--- src/jsu_pkg.sv ---
// shared types, codes and utf-8 helpers for the json string unescaper
package jsu_pkg;

  localparam int JSU_QUEUE_DEPTH = 4;

  localparam logic [7:0] CH_QUOTE  = 8'h22;
  localparam logic [7:0] CH_BSLASH = 8'h5C;
  localparam logic [7:0] CH_SLASH  = 8'h2F;
  localparam logic [7:0] CH_LOW_U  = 8'h75;
  localparam logic [7:0] CTRL_MAX  = 8'h1F;

  localparam logic [15:0] HI_SURR_MIN = 16'hD800;
  localparam logic [15:0] HI_SURR_MAX = 16'hDBFF;
  localparam logic [15:0] LO_SURR_MIN = 16'hDC00;
  localparam logic [15:0] LO_SURR_MAX = 16'hDFFF;
  localparam logic [20:0] SUPP_BASE   = 21'h10000;
  localparam logic [20:0] ONE_MAX     = 21'h7F;
  localparam logic [20:0] TWO_MAX     = 21'h7FF;
  localparam logic [20:0] THREE_MAX   = 21'hFFFF;

  typedef enum logic [2:0] {
    PH_IDLE  = 3'd0,
    PH_STR   = 3'd1,
    PH_ESC   = 3'd2,
    PH_HEX1  = 3'd3,
    PH_AFTHI = 3'd4,
    PH_HIESC = 3'd5,
    PH_HEX2  = 3'd6
  } phase_t;

  typedef enum logic [1:0] {
    KIND_DATA  = 2'd0,
    KIND_DONE  = 2'd1,
    KIND_ERROR = 2'd2
  } kind_t;

  typedef enum logic [2:0] {
    ERR_NO_QUOTE   = 3'd0,
    ERR_UNTERM     = 3'd1,
    ERR_NO_ESC     = 3'd2,
    ERR_BAD_ESC    = 3'd3,
    ERR_SHORT_HEX  = 3'd4,
    ERR_NOT_HEX    = 3'd5,
    ERR_CONTROL    = 3'd6
  } err_t;

  typedef struct packed {
    logic [7:0] in_byte;
    logic       in_end;
  } text_t;

  typedef struct packed {
    logic [1:0] out_kind;
    logic [7:0] out_byte;
    logic [2:0] err_code;
    logic       last;
  } result_t;

  // one accepted request worth of output: up to two code points, then a tail
  typedef struct packed {
    logic [20:0] cp0;
    logic [2:0]  len0;
    logic [15:0] cp1;
    logic [1:0]  len1;
    logic        tail_en;
    kind_t       tail_kind;
    logic [7:0]  tail_byte;
    err_t        tail_err;
  } job_t;

  function automatic logic [2:0] utf8_len(input logic [20:0] cp);
    logic [2:0] n;
    if (cp <= ONE_MAX) begin
      n = 3'd1;
    end else if (cp <= TWO_MAX) begin
      n = 3'd2;
    end else if (cp <= THREE_MAX) begin
      n = 3'd3;
    end else begin
      n = 3'd4;
    end
    return n;
  endfunction

  function automatic logic [7:0] utf8_byte(input logic [20:0] cp, input logic [2:0] len,
                                           input logic [1:0] idx);
    logic [7:0] r;
    r = {2'b10, cp[5:0]};
    unique case (len)
      3'd1: r = cp[7:0];
      3'd2: r = (idx == 2'd0) ? {3'b110, cp[10:6]} : {2'b10, cp[5:0]};
      3'd3: begin
        unique case (idx)
          2'd0:    r = {4'b1110, cp[15:12]};
          2'd1:    r = {2'b10, cp[11:6]};
          default: r = {2'b10, cp[5:0]};
        endcase
      end
      default: begin
        unique case (idx)
          2'd0:    r = {5'b11110, cp[20:18]};
          2'd1:    r = {2'b10, cp[17:12]};
          2'd2:    r = {2'b10, cp[11:6]};
          default: r = {2'b10, cp[5:0]};
        endcase
      end
    endcase
    return r;
  endfunction

endpackage

--- src/jsu_front.sv ---
// front end: string parsing state machine, turns each request into a job
module jsu_front (
  input  logic          clk,
  input  logic          rst,
  input  logic          accept,
  input  jsu_pkg::text_t item,
  output logic          push,
  output jsu_pkg::job_t job
);
  import jsu_pkg::*;

  typedef struct packed {
    phase_t     phase;
    logic       tail_en;
    kind_t      kind;
    logic [7:0] tbyte;
    err_t       err;
    logic       hex_start;
  } act_t;

  phase_t      phase, phase_next;
  logic [15:0] hex_value, hex_value_next;
  logic [1:0]  hex_digits, hex_digits_next;
  logic        hex_bad, hex_bad_next;
  logic [15:0] high_half, high_half_next;

  logic [7:0]  b;
  logic        is_end;
  act_t        sb, eb, act;
  logic [7:0]  esc_map;
  logic [3:0]  digit;
  logic        digit_ok;
  logic [15:0] hex_shift;
  logic        bad_all;
  logic        hex_last;
  logic [20:0] cp0;
  logic        cp0_en;
  logic [15:0] cp1;
  logic        cp1_en;
  logic [20:0] pair_cp;

  assign b      = item.in_byte;
  assign is_end = item.in_end;

  // action for a plain string byte
  always_comb begin
    sb = '{phase: PH_STR, tail_en: 1'b1, kind: KIND_DATA, tbyte: b, err: ERR_NO_QUOTE,
           hex_start: 1'b0};
    if (b == CH_QUOTE) begin
      sb.phase = PH_IDLE;
      sb.kind  = KIND_DONE;
      sb.tbyte = '0;
    end else if (b == CH_BSLASH) begin
      sb.phase   = PH_ESC;
      sb.tail_en = 1'b0;
    end else if (b <= CTRL_MAX) begin
      sb.phase = PH_IDLE;
      sb.kind  = KIND_ERROR;
      sb.tbyte = '0;
      sb.err   = ERR_CONTROL;
    end
  end

  // action for the byte after a backslash
  always_comb begin
    unique case (b)
      CH_QUOTE:  esc_map = CH_QUOTE;
      CH_BSLASH: esc_map = CH_BSLASH;
      CH_SLASH:  esc_map = CH_SLASH;
      8'h62:     esc_map = 8'h08;
      8'h66:     esc_map = 8'h0C;
      8'h6E:     esc_map = 8'h0A;
      8'h72:     esc_map = 8'h0D;
      8'h74:     esc_map = 8'h09;
      default:   esc_map = 8'h00;
    endcase
    eb = '{phase: PH_STR, tail_en: 1'b1, kind: KIND_DATA, tbyte: esc_map, err: ERR_NO_QUOTE,
           hex_start: 1'b0};
    if (esc_map == 8'h00) begin
      if (b == CH_LOW_U) begin
        eb.phase     = PH_HEX1;
        eb.tail_en   = 1'b0;
        eb.hex_start = 1'b1;
      end else begin
        eb.phase = PH_IDLE;
        eb.kind  = KIND_ERROR;
        eb.err   = ERR_BAD_ESC;
      end
    end
  end

  // hex digit decode
  always_comb begin
    digit_ok = 1'b1;
    digit    = 4'd0;
    if (b >= 8'h30 && b <= 8'h39) begin
      digit = 4'(b - 8'h30);
    end else if (b >= 8'h41 && b <= 8'h46) begin
      digit = 4'(b - 8'h37);
    end else if (b >= 8'h61 && b <= 8'h66) begin
      digit = 4'(b - 8'h57);
    end else begin
      digit_ok = 1'b0;
    end
  end

  assign hex_shift = {hex_value[11:0], digit};
  assign bad_all   = hex_bad | ~digit_ok;
  assign hex_last  = (hex_digits == 2'd3);
  assign pair_cp   = SUPP_BASE + {1'b0, high_half[9:0], hex_shift[9:0]};

  always_comb begin
    phase_next      = phase;
    hex_value_next  = hex_value;
    hex_digits_next = hex_digits;
    hex_bad_next    = hex_bad;
    high_half_next  = high_half;
    cp0    = '0;
    cp0_en = 1'b0;
    cp1    = '0;
    cp1_en = 1'b0;
    act = '{phase: PH_IDLE, tail_en: 1'b0, kind: KIND_DATA, tbyte: '0, err: ERR_NO_QUOTE,
            hex_start: 1'b0};

    unique case (phase)
      PH_STR: begin
        if (is_end) begin
          act = '{phase: PH_IDLE, tail_en: 1'b1, kind: KIND_ERROR, tbyte: '0,
                  err: ERR_UNTERM, hex_start: 1'b0};
        end else begin
          act = sb;
        end
      end
      PH_ESC: begin
        if (is_end) begin
          act = '{phase: PH_IDLE, tail_en: 1'b1, kind: KIND_ERROR, tbyte: '0,
                  err: ERR_NO_ESC, hex_start: 1'b0};
        end else begin
          act = eb;
        end
      end
      PH_HEX1, PH_HEX2: begin
        if (is_end) begin
          act = '{phase: PH_IDLE, tail_en: 1'b1, kind: KIND_ERROR, tbyte: '0,
                  err: ERR_SHORT_HEX, hex_start: 1'b0};
        end else begin
          hex_value_next  = hex_shift;
          hex_bad_next    = bad_all;
          hex_digits_next = hex_last ? 2'd0 : 2'(hex_digits + 2'd1);
          act.phase       = phase;
          if (hex_last) begin
            if (bad_all) begin
              act = '{phase: PH_IDLE, tail_en: 1'b1, kind: KIND_ERROR, tbyte: '0,
                      err: ERR_NOT_HEX, hex_start: 1'b0};
            end else if (phase == PH_HEX1) begin
              if (hex_shift >= HI_SURR_MIN && hex_shift <= HI_SURR_MAX) begin
                high_half_next = hex_shift;
                act.phase      = PH_AFTHI;
              end else begin
                cp0       = {5'b0, hex_shift};
                cp0_en    = 1'b1;
                act.phase = PH_STR;
              end
            end else begin
              act.phase = PH_STR;
              cp0_en    = 1'b1;
              if (hex_shift >= LO_SURR_MIN && hex_shift <= LO_SURR_MAX) begin
                cp0 = pair_cp;
              end else begin
                cp0    = {5'b0, high_half};
                cp1    = hex_shift;
                cp1_en = 1'b1;
              end
            end
          end
        end
      end
      PH_AFTHI: begin
        if (is_end) begin
          cp0    = {5'b0, high_half};
          cp0_en = 1'b1;
          act = '{phase: PH_IDLE, tail_en: 1'b1, kind: KIND_ERROR, tbyte: '0,
                  err: ERR_UNTERM, hex_start: 1'b0};
        end else if (b == CH_BSLASH) begin
          act.phase = PH_HIESC;
        end else begin
          cp0    = {5'b0, high_half};
          cp0_en = 1'b1;
          act    = sb;
        end
      end
      PH_HIESC: begin
        if (is_end) begin
          cp0    = {5'b0, high_half};
          cp0_en = 1'b1;
          act = '{phase: PH_IDLE, tail_en: 1'b1, kind: KIND_ERROR, tbyte: '0,
                  err: ERR_NO_ESC, hex_start: 1'b0};
        end else if (b == CH_LOW_U) begin
          act.phase     = PH_HEX2;
          act.hex_start = 1'b1;
        end else begin
          cp0    = {5'b0, high_half};
          cp0_en = 1'b1;
          act    = eb;
        end
      end
      default: begin
        if (!is_end && b == CH_QUOTE) begin
          act.phase = PH_STR;
        end else begin
          act = '{phase: PH_IDLE, tail_en: 1'b1, kind: KIND_ERROR, tbyte: '0,
                  err: ERR_NO_QUOTE, hex_start: 1'b0};
        end
      end
    endcase

    phase_next = act.phase;
    if (act.hex_start) begin
      hex_value_next  = '0;
      hex_digits_next = '0;
      hex_bad_next    = 1'b0;
    end

    job.cp0       = cp0;
    job.len0      = cp0_en ? utf8_len(cp0) : 3'd0;
    job.cp1       = cp1;
    job.len1      = cp1_en ? 2'(utf8_len({5'b0, cp1})) : 2'd0;
    job.tail_en   = act.tail_en;
    job.tail_kind = act.kind;
    job.tail_byte = act.tbyte;
    job.tail_err  = act.err;
  end

  assign push = accept && (cp0_en || cp1_en || act.tail_en);

  always_ff @(posedge clk) begin
    if (rst) begin
      phase      <= PH_IDLE;
      hex_value  <= '0;
      hex_digits <= '0;
      hex_bad    <= 1'b0;
      high_half  <= '0;
    end else if (accept) begin
      phase      <= phase_next;
      hex_value  <= hex_value_next;
      hex_digits <= hex_digits_next;
      hex_bad    <= hex_bad_next;
      high_half  <= high_half_next;
    end
  end

endmodule

--- src/jsu_queue.sv ---
// small job queue between front and back
module jsu_queue #(
  parameter int DEPTH = jsu_pkg::JSU_QUEUE_DEPTH
) (
  input  logic          clk,
  input  logic          rst,
  input  logic          push,
  input  jsu_pkg::job_t wr_job,
  input  logic          pop,
  output jsu_pkg::job_t rd_job,
  output logic          empty,
  output logic          full
);
  import jsu_pkg::*;

  localparam int PTR_W = (DEPTH > 1) ? $clog2(DEPTH) : 1;
  localparam int CNT_W = $clog2(DEPTH + 1);
  localparam logic [PTR_W-1:0] PTR_LAST = PTR_W'(DEPTH - 1);
  localparam logic [CNT_W-1:0] CNT_FULL = CNT_W'(DEPTH);

  job_t             slots [DEPTH];
  logic [PTR_W-1:0] head, tail;
  logic [CNT_W-1:0] count;

  assign empty  = (count == '0);
  assign full   = (count == CNT_FULL);
  assign rd_job = slots[head];

  always_ff @(posedge clk) begin
    if (push) begin
      slots[tail] <= wr_job;
    end
  end

  always_ff @(posedge clk) begin
    if (rst) begin
      head  <= '0;
      tail  <= '0;
      count <= '0;
    end else begin
      if (push) begin
        tail <= (tail == PTR_LAST) ? '0 : PTR_W'(tail + 1'b1);
      end
      if (pop) begin
        head <= (head == PTR_LAST) ? '0 : PTR_W'(head + 1'b1);
      end
      if (push && !pop) begin
        count <= CNT_W'(count + 1'b1);
      end else if (pop && !push) begin
        count <= CNT_W'(count - 1'b1);
      end
    end
  end

endmodule

--- src/jsu_back.sv ---
// back end: expands a job into result bytes, one per cycle unless res_stall holds the output register
module jsu_back (
  input  logic             clk,
  input  logic             rst,
  input  jsu_pkg::job_t    head_job,
  input  logic             q_empty,
  output logic             pop,
  output logic             res_valid,
  input  logic             res_stall,
  output jsu_pkg::result_t res
);
  import jsu_pkg::*;

  job_t       cur;
  logic       cur_valid;
  logic [2:0] step;

  logic [3:0] total;
  logic       is_last;
  logic       can_emit;
  logic       emit;
  logic [2:0] rel;
  result_t    res_next;

  assign total    = {1'b0, cur.len0} + {2'b0, cur.len1} + {3'b0, cur.tail_en};
  assign is_last  = ({1'b0, step} == 4'(total - 4'd1));
  assign can_emit = !res_valid || !res_stall;
  assign emit     = cur_valid && can_emit;
  assign pop      = !q_empty && (!cur_valid || (emit && is_last));
  assign rel      = 3'(step - cur.len0);

  always_comb begin
    res_next = '{out_kind: KIND_DATA, out_byte: '0, err_code: '0, last: is_last};
    if (step < cur.len0) begin
      res_next.out_byte = utf8_byte(cur.cp0, cur.len0, step[1:0]);
    end else if (rel < {1'b0, cur.len1}) begin
      res_next.out_byte = utf8_byte({5'b0, cur.cp1}, {1'b0, cur.len1}, rel[1:0]);
    end else begin
      res_next.out_kind = cur.tail_kind;
      unique case (cur.tail_kind)
        KIND_DATA:  res_next.out_byte = cur.tail_byte;
        KIND_ERROR: res_next.err_code = cur.tail_err;
        default:    res_next.out_byte = '0;
      endcase
    end
  end

  always_ff @(posedge clk) begin
    if (rst) begin
      cur_valid <= 1'b0;
      step      <= '0;
      res_valid <= 1'b0;
    end else begin
      if (emit) begin
        res_valid <= 1'b1;
      end else if (!res_stall) begin
        res_valid <= 1'b0;
      end
      if (pop) begin
        cur_valid <= 1'b1;
        step      <= '0;
      end else if (emit) begin
        if (is_last) begin
          cur_valid <= 1'b0;
        end
        step <= 3'(step + 3'd1);
      end
    end
  end

  always_ff @(posedge clk) begin
    if (pop) begin
      cur <= head_job;
    end
    if (emit) begin
      res <= res_next;
    end
  end

endmodule

--- src/json_string_unescape_utf8.sv ---
// top level of the json string unescaper with utf-8 output
//
//   channel  valid       stall       payload        direction
//   text     text_valid  text_stall  text (text_t)  request in, one raw byte or end mark
//   result   res_valid   res_stall   res (result_t) request out, decoded byte, done or error
//
// one text request per cycle is taken while the job queue has room
// a request yields zero to six results; the back end emits one result per cycle,
// except while res_stall holds the output register
// from text accept to first result, a job passes the queue slot, the back end's job register, then the output register
// reset: rst clears the parse state, queue pointers and output valid; no clearing pass
// text_stall rises only when the job queue is full; res_stall freezes the output register
module json_string_unescape_utf8 #(
  parameter int QUEUE_DEPTH = jsu_pkg::JSU_QUEUE_DEPTH
) (
  input  logic             clk,
  input  logic             rst,
  input  logic             text_valid,
  output logic             text_stall,
  input  jsu_pkg::text_t   text,
  output logic             res_valid,
  input  logic             res_stall,
  output jsu_pkg::result_t res
);
  import jsu_pkg::*;

  logic  accept;
  logic  push;
  logic  pop;
  logic  q_empty;
  logic  q_full;
  job_t  front_job;
  job_t  head_job;

  // front only waits on queue space
  assign text_stall = q_full;
  assign accept     = text_valid && !q_full;

  // parse state machine, classifies each request into a job
  jsu_front u_front (
    .clk    (clk),
    .rst    (rst),
    .accept (accept),
    .item   (text),
    .push   (push),
    .job    (front_job)
  );

  // decouples parsing from result emission
  jsu_queue #(
    .DEPTH (QUEUE_DEPTH)
  ) u_queue (
    .clk    (clk),
    .rst    (rst),
    .push   (push),
    .wr_job (front_job),
    .pop    (pop),
    .rd_job (head_job),
    .empty  (q_empty),
    .full   (q_full)
  );

  // utf-8 expansion and result output register
  jsu_back u_back (
    .clk       (clk),
    .rst       (rst),
    .head_job  (head_job),
    .q_empty   (q_empty),
    .pop       (pop),
    .res_valid (res_valid),
    .res_stall (res_stall),
    .res       (res)
  );

`ifndef SYNTH
  // a job is never written into a full queue
  a_no_push_full: assert property (@(posedge clk) disable iff (rst) !(push && q_full))
    else $error("job pushed into full queue");

  // the back end only takes a job that is there
  a_pop_nonempty: assert property (@(posedge clk) disable iff (rst) pop |-> !q_empty)
    else $error("pop from empty queue");

  // done and error end the request's results
  a_tail_last: assert property (@(posedge clk) disable iff (rst)
      res_valid && (res.out_kind == KIND_DONE || res.out_kind == KIND_ERROR) |-> res.last)
    else $error("done or error result without last");

  // only data results carry a byte
  a_zero_byte: assert property (@(posedge clk) disable iff (rst)
      res_valid && res.out_kind != KIND_DATA |-> res.out_byte == 8'h00)
    else $error("non-data result with nonzero byte");
`endif

endmodule

--- config.mk ---
export PLATFORM = sky130hd
export DESIGN_NAME = json_string_unescape_utf8
export DESIGN_NICKNAME = d
export VERILOG_FILES = /design/src/jsu_pkg.sv /design/src/jsu_front.sv /design/src/jsu_queue.sv /design/src/jsu_back.sv /design/src/json_string_unescape_utf8.sv
export SDC_FILE = /design/constraint.sdc
export NUM_CORES = 1
export LEC_CHECK = 0
export ABC_AREA = 1
export ABC_CLOCK_PERIOD_IN_PS = 5900
export BUFFER_PORTS_ARGS = -buffer_cell sky130_fd_sc_hd__buf_2
export CAP_MARGIN = 30
export CORE_UTILIZATION = 63
export CTS_CLUSTER_SIZE = 28
export DETAILED_ROUTE_END_ITERATION = 8
export PLACE_DENSITY = 0.8
export SYNTH_ARGS = -nofsm -noshare
export SYNTH_HDL_FRONTEND = slang
export SYNTH_HIERARCHICAL = 1
export SYNTH_SLANG_ARGS = --single-unit
--- constraint.sdc ---
create_clock -name clk -period 5.9 [get_ports clk]
set_clock_uncertainty 0.1 [all_clocks]
set_input_delay 1.475 -clock clk [delete_from_list [all_inputs] [get_ports clk]]
set_output_delay 1.475 -clock clk [all_outputs]
set_load 0.005 [all_outputs]
After elaboration in Yosys (flattened, before gate mapping)
Memories as Yosys holds them, arrays and structs flattened. A register that Yosys moved wholly into a read port is not among the register bits.
Index checks and enable logic that the tools add are counted.
{ "totals": {"mem_count": 1, "wordCells": 240, "register_bits": 60, "in_bits": 13, "ram_bits": 224, "out_inout_bits": 16} }
{ "mem_list": {"columns": ["memory", "depth", "width", "read_ports", "rd_ports_with_merged_regs", "write_ports", "line", "text"], "rows": [
  ["u_queue.slots", 4, 56, 1, 1, 1, "jsu_queue.sv:21", "job_t slots [DEPTH];"]
]} }
{ "classes": {"eq_ne": 34, "magnitude_cmp": 18, "muxes": 111, "addsub": 14, "bitwise_logic": 5, "n_reduce_logical": 42} }
{ "op_table": {"columns": ["cell", "n"], "rows": [
  ["$mux W21", 7],
  ["$mux W16", 9],
  ["$mux W18", 5],
  ["$pmux W18 S5", 1],
  ["$pmux W21 S3", 1],
  ["$eq A8 B7 Y1 const B", 7],
  ["$pmux W7 S8", 1],
  ["$pmux W8 S3", 2],
  ["$mux W15", 3],
  ["$pmux W7 S3", 2],
  ["$mux W12", 3],
  ["$mux W3", 12],
  ["$mux W1", 34],
  ["$ge A16 B16 Y1 const B", 2],
  ["$le A16 B16 Y1 const B", 2],
  ["$pmux W7 S2", 2],
  ["$mux W13", 2],
  ["$mux W2", 13],
  ["$mux W8", 3],
  ["$add A17 B20 Y21 const A", 1],
  ["$le A21 B11 Y1 const B", 1],
  ["$le A21 B16 Y1 const B", 1],
  ["$le A21 B7 Y1 const B", 1],
  ["$mux W17", 1],
  ["other kinds (46)", 108]
]} }

Depth between registers and ports, before layout
{ "depth": {"word_depth": 20, "mapped_depth": 25} }

By module
Netlist, hierarchy kept.
{ "by_module_without_submodules": {"columns": ["mod", "seq_area_each_um2", "instances", "area_per_inst_um2", "cells_each"], "rows": [
  ["jsu_queue", 6906.6, 1, 9160.0, 601],
  ["jsu_back", 2202.1, 1, 3751.1, 374],
  ["jsu_front", 680.7, 1, 3128.0, 525],
  ["json_string_unescape_utf8", 0.0, 1, 10.0, 2]
]} }

Worst setup path before layout
Ideal clock, no wire load.
{ "synth_timing": {"path_type": "input to register", "startpoint": "input port res_stall", "endpoint": "register u_queue.count[1]", "setup_time_ns": 0.116, "t_required_ns": 5.684, "path_stages": 13, "path_slack_ns": 1.092, "t_arrival_ns": 4.592, "cell_sequence": "nand2_1 nand2_1 inv_1 nand4_1 nand2_1 nand2_1 inv_1 inv_1 ha_1 inv_1 fa_1 o21ai_0 nor2_1"} }
{ "synth_between": {"elab_chain_len": 9, "word_cells_on_any_way": 11} }
{ "synth_rtl": {"columns": ["item", "line", "text"], "rows": [
  ["start, declared", "json_string_unescape_utf8.sv:22", "input logic res_stall,"],
  ["$logic_not A1 Y1 (*)", "jsu_back.sv:27", "assign can_emit = !res_valid || !res_stall;"],
  ["$logic_or A1 B1 Y1 (*)", "jsu_back.sv:27", null],
  ["$logic_and A1 B1 Y1 (*)", "jsu_back.sv:28", "assign emit = cur_valid && can_emit;"],
  ["via u_back.emit", "jsu_back.sv:21", "logic emit;"],
  ["$logic_and A1 B1 Y1 (*)", "jsu_back.sv:29", "assign pop = !q_empty && (!cur_valid || (emit && is_last));"],
  ["$logic_or A1 B1 Y1 (*)", "jsu_back.sv:29", null],
  ["$logic_and A1 B1 Y1 (*)", "jsu_back.sv:29", null],
  ["via pop", "json_string_unescape_utf8.sv:29", "logic pop;"],
  ["$logic_not A1 Y1", "jsu_queue.sv:47", "if (push && !pop) begin"],
  ["$logic_and A1 B1 Y1", "jsu_queue.sv:47", null],
  ["$mux W3 / $reduce_bool A2 Y1 (equally long branches)", null, null],
  ["end signal, assigned", "jsu_queue.sv:48", "count <= CNT_W'(count + 1'b1);"],
  ["end signal, assigned", "jsu_queue.sv:50", "count <= CNT_W'(count - 1'b1);"],
  ["end, declared", "jsu_queue.sv:23", "logic [CNT_W-1:0] count;"]
]} }
Mark *: on every way through the listed nets, which the timed path passes. The rest lies on a longest branch.
A chain may end at the register's enable or synchronous reset.

Worst setup path after layout
{ "layout_timing": {"startpoint": "input port text[1] (netlist bit)", "endpoint": "memory u_queue/slots[1][14] (netlist bit), enable pin"} }
{ "layout_between": {"elab_chain_len": 18, "word_cells_on_any_way": 72} }
{ "layout_rtl": {"columns": ["item", "line", "text"], "rows": [
  ["start, declared", "json_string_unescape_utf8.sv:20", "input jsu_pkg::text_t text,"],
  ["$ge A8 B7 Y1 / $le A8 B7 Y1 (equally long branches)", "jsu_front.sv:100", "end else if (b >= 8'h61 && b <= 8'h66) begin"],
  ["$logic_and A1 B1 Y1", "jsu_front.sv:100", null],
  ["$mux W4", "jsu_front.sv:100", null],
  ["$mux W4", "jsu_front.sv:98", "end else if (b >= 8'h41 && b <= 8'h46) begin"],
  ["$mux W4", "jsu_front.sv:96", "if (b >= 8'h30 && b <= 8'h39) begin"],
  ["$ge A16 B16 Y1 (tied with other cells)", "jsu_front.sv:156", "if (hex_shift >= HI_SURR_MIN && hex_shift <= HI_SURR_MAX) begin"],
  ["$logic_and A1 B1 Y1, on equally long branches", "jsu_front.sv:156, jsu_front.sv:167", null],
  ["$mux W1, on equally long branches", "jsu_front.sv:156, jsu_front.sv:167", null],
  ["(+3 left out)", null, null],
  ["$mux W1", "jsu_front.sv:143", "if (is_end) begin"],
  ["$pmux W1 S3 / $mux W1 (equally long branches)", "jsu_front.sv:125", "unique case (phase)"],
  ["$logic_or A1 B1 Y1", "jsu_front.sv:234", "assign push = accept && (cp0_en || cp1_en || act.tail_en);"],
  ["$logic_or A1 B1 Y1 (*)", "jsu_front.sv:234", null],
  ["$logic_and A1 B1 Y1 (*)", "jsu_front.sv:234", null],
  ["via push", "json_string_unescape_utf8.sv:28", "logic push;"],
  ["$mux W1 (*)", "jsu_queue.sv:30", "if (push) begin"],
  ["$mux W1 (not written as such) (*)", "jsu_queue.sv:31", "slots[tail] <= wr_job;"],
  ["end, declared", "jsu_queue.sv:21", null]
]} }
Mark *: on every way through the listed nets, which the timed path passes. The rest lies on a longest branch. The select of a mux whose other input is x is not followed.

==> flow_summary.ini <==
[setup_path]
path_buf_inv = 6
setup.worst_path.class = primary input to flop
crit_arrival_ns = 4.69
cp_slowest_cell = inv_2
startpoint_type = primary input
cp_cell_sequence = buf_2, inv_1, ha_1, inv_1, nand2_1, nand2_1, nand2_1, nand2_2, nand2_2, nand2_1, inv_1, o21ai_0, nand2_1, nand3_1, nand2_1, a21oi_1, nand2_1, inv_2, buf_12
crit_top_cell = nand2_1
reg2reg_slack_ns = 2.30
r2r-end = u_queue/count[1]
path_delay_family = buffers and inverters
worstPathRequired_ns = 5.99
cp-end-kind = flop
cp_slowest_stage_delay_ns = 0.47
reg2reg_from = u_back/cur[32]
worstPathMaxFanout = 34
reg2reg_depth = 21

[power_and_ir_drop]
power_frac_seq_pct = 42.0
clockPowerShare_pct = 25.5
p_per_area_nw_per_um2 = 491
power_switching_mw = 3.09
p_comb_share_pct = 32.6
internal_power_mw = 5.44
ir_worst_vdd_mv = 0.351
power.leakage_nw = 6.35
swShare_pct = 36.2
total_power_mw = 8.53

[synth]
synth.avg_cell_area_sq_um = 10.7
synth_cell_types = 52
synth_most_common_cell = edfxtp_1
syn_nets = 1544
synthArstFlopShare_pct = 0
syn_inst = 1502
yosys-top-cells-area = edfxtp_1, dfxtp_1, nor2_1, nand2_1, o21ai_0
synth_edf_count = 294
yosys_warnings = 6
synth_top_area_cell = edfxtp_1
ys.flop_type = edfxtp_1
netlist.area_leader.share_pct = 55.0
synthesis.area_sq_um = 16000
yosys-top-cells-count = edfxtp_1, nor2_1, nand2_1
ys_seq_area_share_pct = 61.0
ys_seq_elements = 342

[timing]
maxSlewViolCount = 0
setup_viol = 0
finalCritPeriodShare_pct = 78.0
tns_ns = 0
maxSlewHeadroom_pct = 31.1
min_period_ns = 4.60
tightest_slew_ns = 1.03
finalHoldViolCount = 0
rsz0062_at_grt = no
hold-worst-slack_ns = 0.386
max_freq_mhz = 217

[finish]
finish.utilization_pct = 69.2
synthToLayoutAreaGrowth_pct = 8.31
n_antenna_cell = 0
design_area_sq_um = 17400
register_area_sq_um = 9790
fillers = 1820
drive_above_1_share_pct = 13.3
multi_input_area_sq_um = 5210
final_nets = 1550

[clock_tree]
clkLatencyLatePin_ns = 0.52
post_cts_resized = 0
ctsHtreeMaxLevel = 2
path_clk_slew_ns = 0.06
hold_buffers = 0
cts_num_sinks = 342
postCtsSetupRepairBufs = 0
cts_made_buffers = 35
clockBufferDepth = 3
root_buffer = clkbuf_16
cts_tree = yes

[global_route]
grt_pass1_vias = 10300
grt_overflow = 0
grt_pass1_wl_mm = 55.9
grt_max_degree = 66
grt_usage_pct = 28.0
antenna_found_initial = 0

[place]
port_buffers = 28
place_hpwl_mm = 24.0
gp_congestion = 0.944
placed_cell_area_sq_um = 16300

[run_status]
status = finished clean

[floorplanning]
initial_core_util_pct = 63.9
die_h_um = 162
core_region_area_sq_um = 25100
die_w_um = 162
fp-row-count = 58
top_level_ports = 29
dieArea_sq_um = 26100

[drt]
routed_wl_mm = 35.9
vias_per_cell = 5.97
ant_nets = 0
drt_iter0_drc = 1493
wl_per_cell_um = 19.2
first_pass_iters = 8
vias = 11100
drc = 0

[hold_path]
hp-class = flop to flop
hold_depth = 2
hold_start = u_front/high_half[2]
worstHoldEndpoint = u_front/high_half[2]

[flow_run]
cap_violations = 0
## power groups by stage
stage / sequential (mW) / clock, mW / combinational, mW
CTS: 3.58 / 2.20 / 2.74
global route: 3.63 / 2.29 / 3.06
finish: 3.58 / 2.17 / 2.78
floorplan: 3.52 / 0 / 2.13
detailed placement: 3.62 / 0 / 2.72
global placement: 3.61 / 0 / 2.66
## kinds of logic after synthesis
group                    synth area share (%)
AO/OA/AOI/OAI                            13.0
buffers and inverters                    6.54
adder cells (fa/ha/maj)                  2.40
XOR/XNOR                                0.218
AND/OR/NAND/NOR                          16.9
flip-flops                               61.0
## worst max-delay path by stage
stage                         start                   end  slack (ns)  depth (start not counted)
after floorplan           res_stall      u_queue/count[1]        1.09                         13
after global placement      text[1]  u_queue/slots[1][24]        1.02                         19
after detailed placement    text[1]  u_queue/slots[1][15]        0.84                         19
after CTS                   text[1]  u_queue/slots[1][36]        1.36                         19
after global routing        text[1]  u_queue/slots[1][19]         1.0                         19
final                       text[1]  u_queue/slots[1][14]        1.30                         19
## layer usage
metal	up-vias	GRT usage (%)	part of all wire [%]
li1	5251	-	-
met1	5248	40.0	42
met2	535	43.1	46
met3	86	4.01	8.5
met4	0	11.9	4.0
met5	-	0	0
## cell usage in the layout, fill, tap and decap left out, types with 33 or more instances in the layout
| cell type | n |
|---|---|
| inv_1 | 136 |
| o21ai_0 | 140 |
| nor2_1 | 198 |
| nand3_1 | 70 |
| nor2_4 | 34 |
| o22ai_1 | 37 |
| a21oi_1 | 58 |
| edfxtp_1 | 294 |
| dfxtp_1 | 47 |
| o21ai_1 | 33 |
| nand2_1 | 191 |
| clkbuf_16 | 35 |
## worst reg2reg max path: cells and delay by family (launching register included)
family | cells | cell delay, ns
adder cells (fa/ha/maj) | 5 | 1.49
AND/OR/NAND/NOR | 8 | 0.68
buffers and inverters | 7 | 0.57
flip-flops | 1 | 0.47
AO/OA/AOI/OAI | 1 | 0.18
## cell type report
type,count,share of cell area (%)
flip-flops and latches,342,56.3
clock buffers,41,5.17
well taps,330,2.38
multi-input cells,938,30.0
clock inverters,22,1.30
repair buffers,38,1.51
inverters,153,3.34
## per-stage QoR
step	std cells	setup slack (ns)
floorplan	1502	1.09
global placement	1800	1.02
detailed placement	1801	0.842
CTS	1864	1.36
global route	1864	0.998
finish	1864	1.30
## sequential cells by signal, summed over array words and instances (netlist names), named ones only
register and cells:
u_queue/head 2, u_front/hex_digits 2, u_front/hex_value 12, u_queue/tail 2, u_front/hex_bad 1, u_back/step 3
u_back/res_valid 1, u_back/res 14, u_queue/count 3, u_front/high_half 16, u_back/cur_valid 1, u_front/phase 3
u_queue/slots 224, u_back/cur 56
Note: power is estimated with default switching activity, not from simulation.
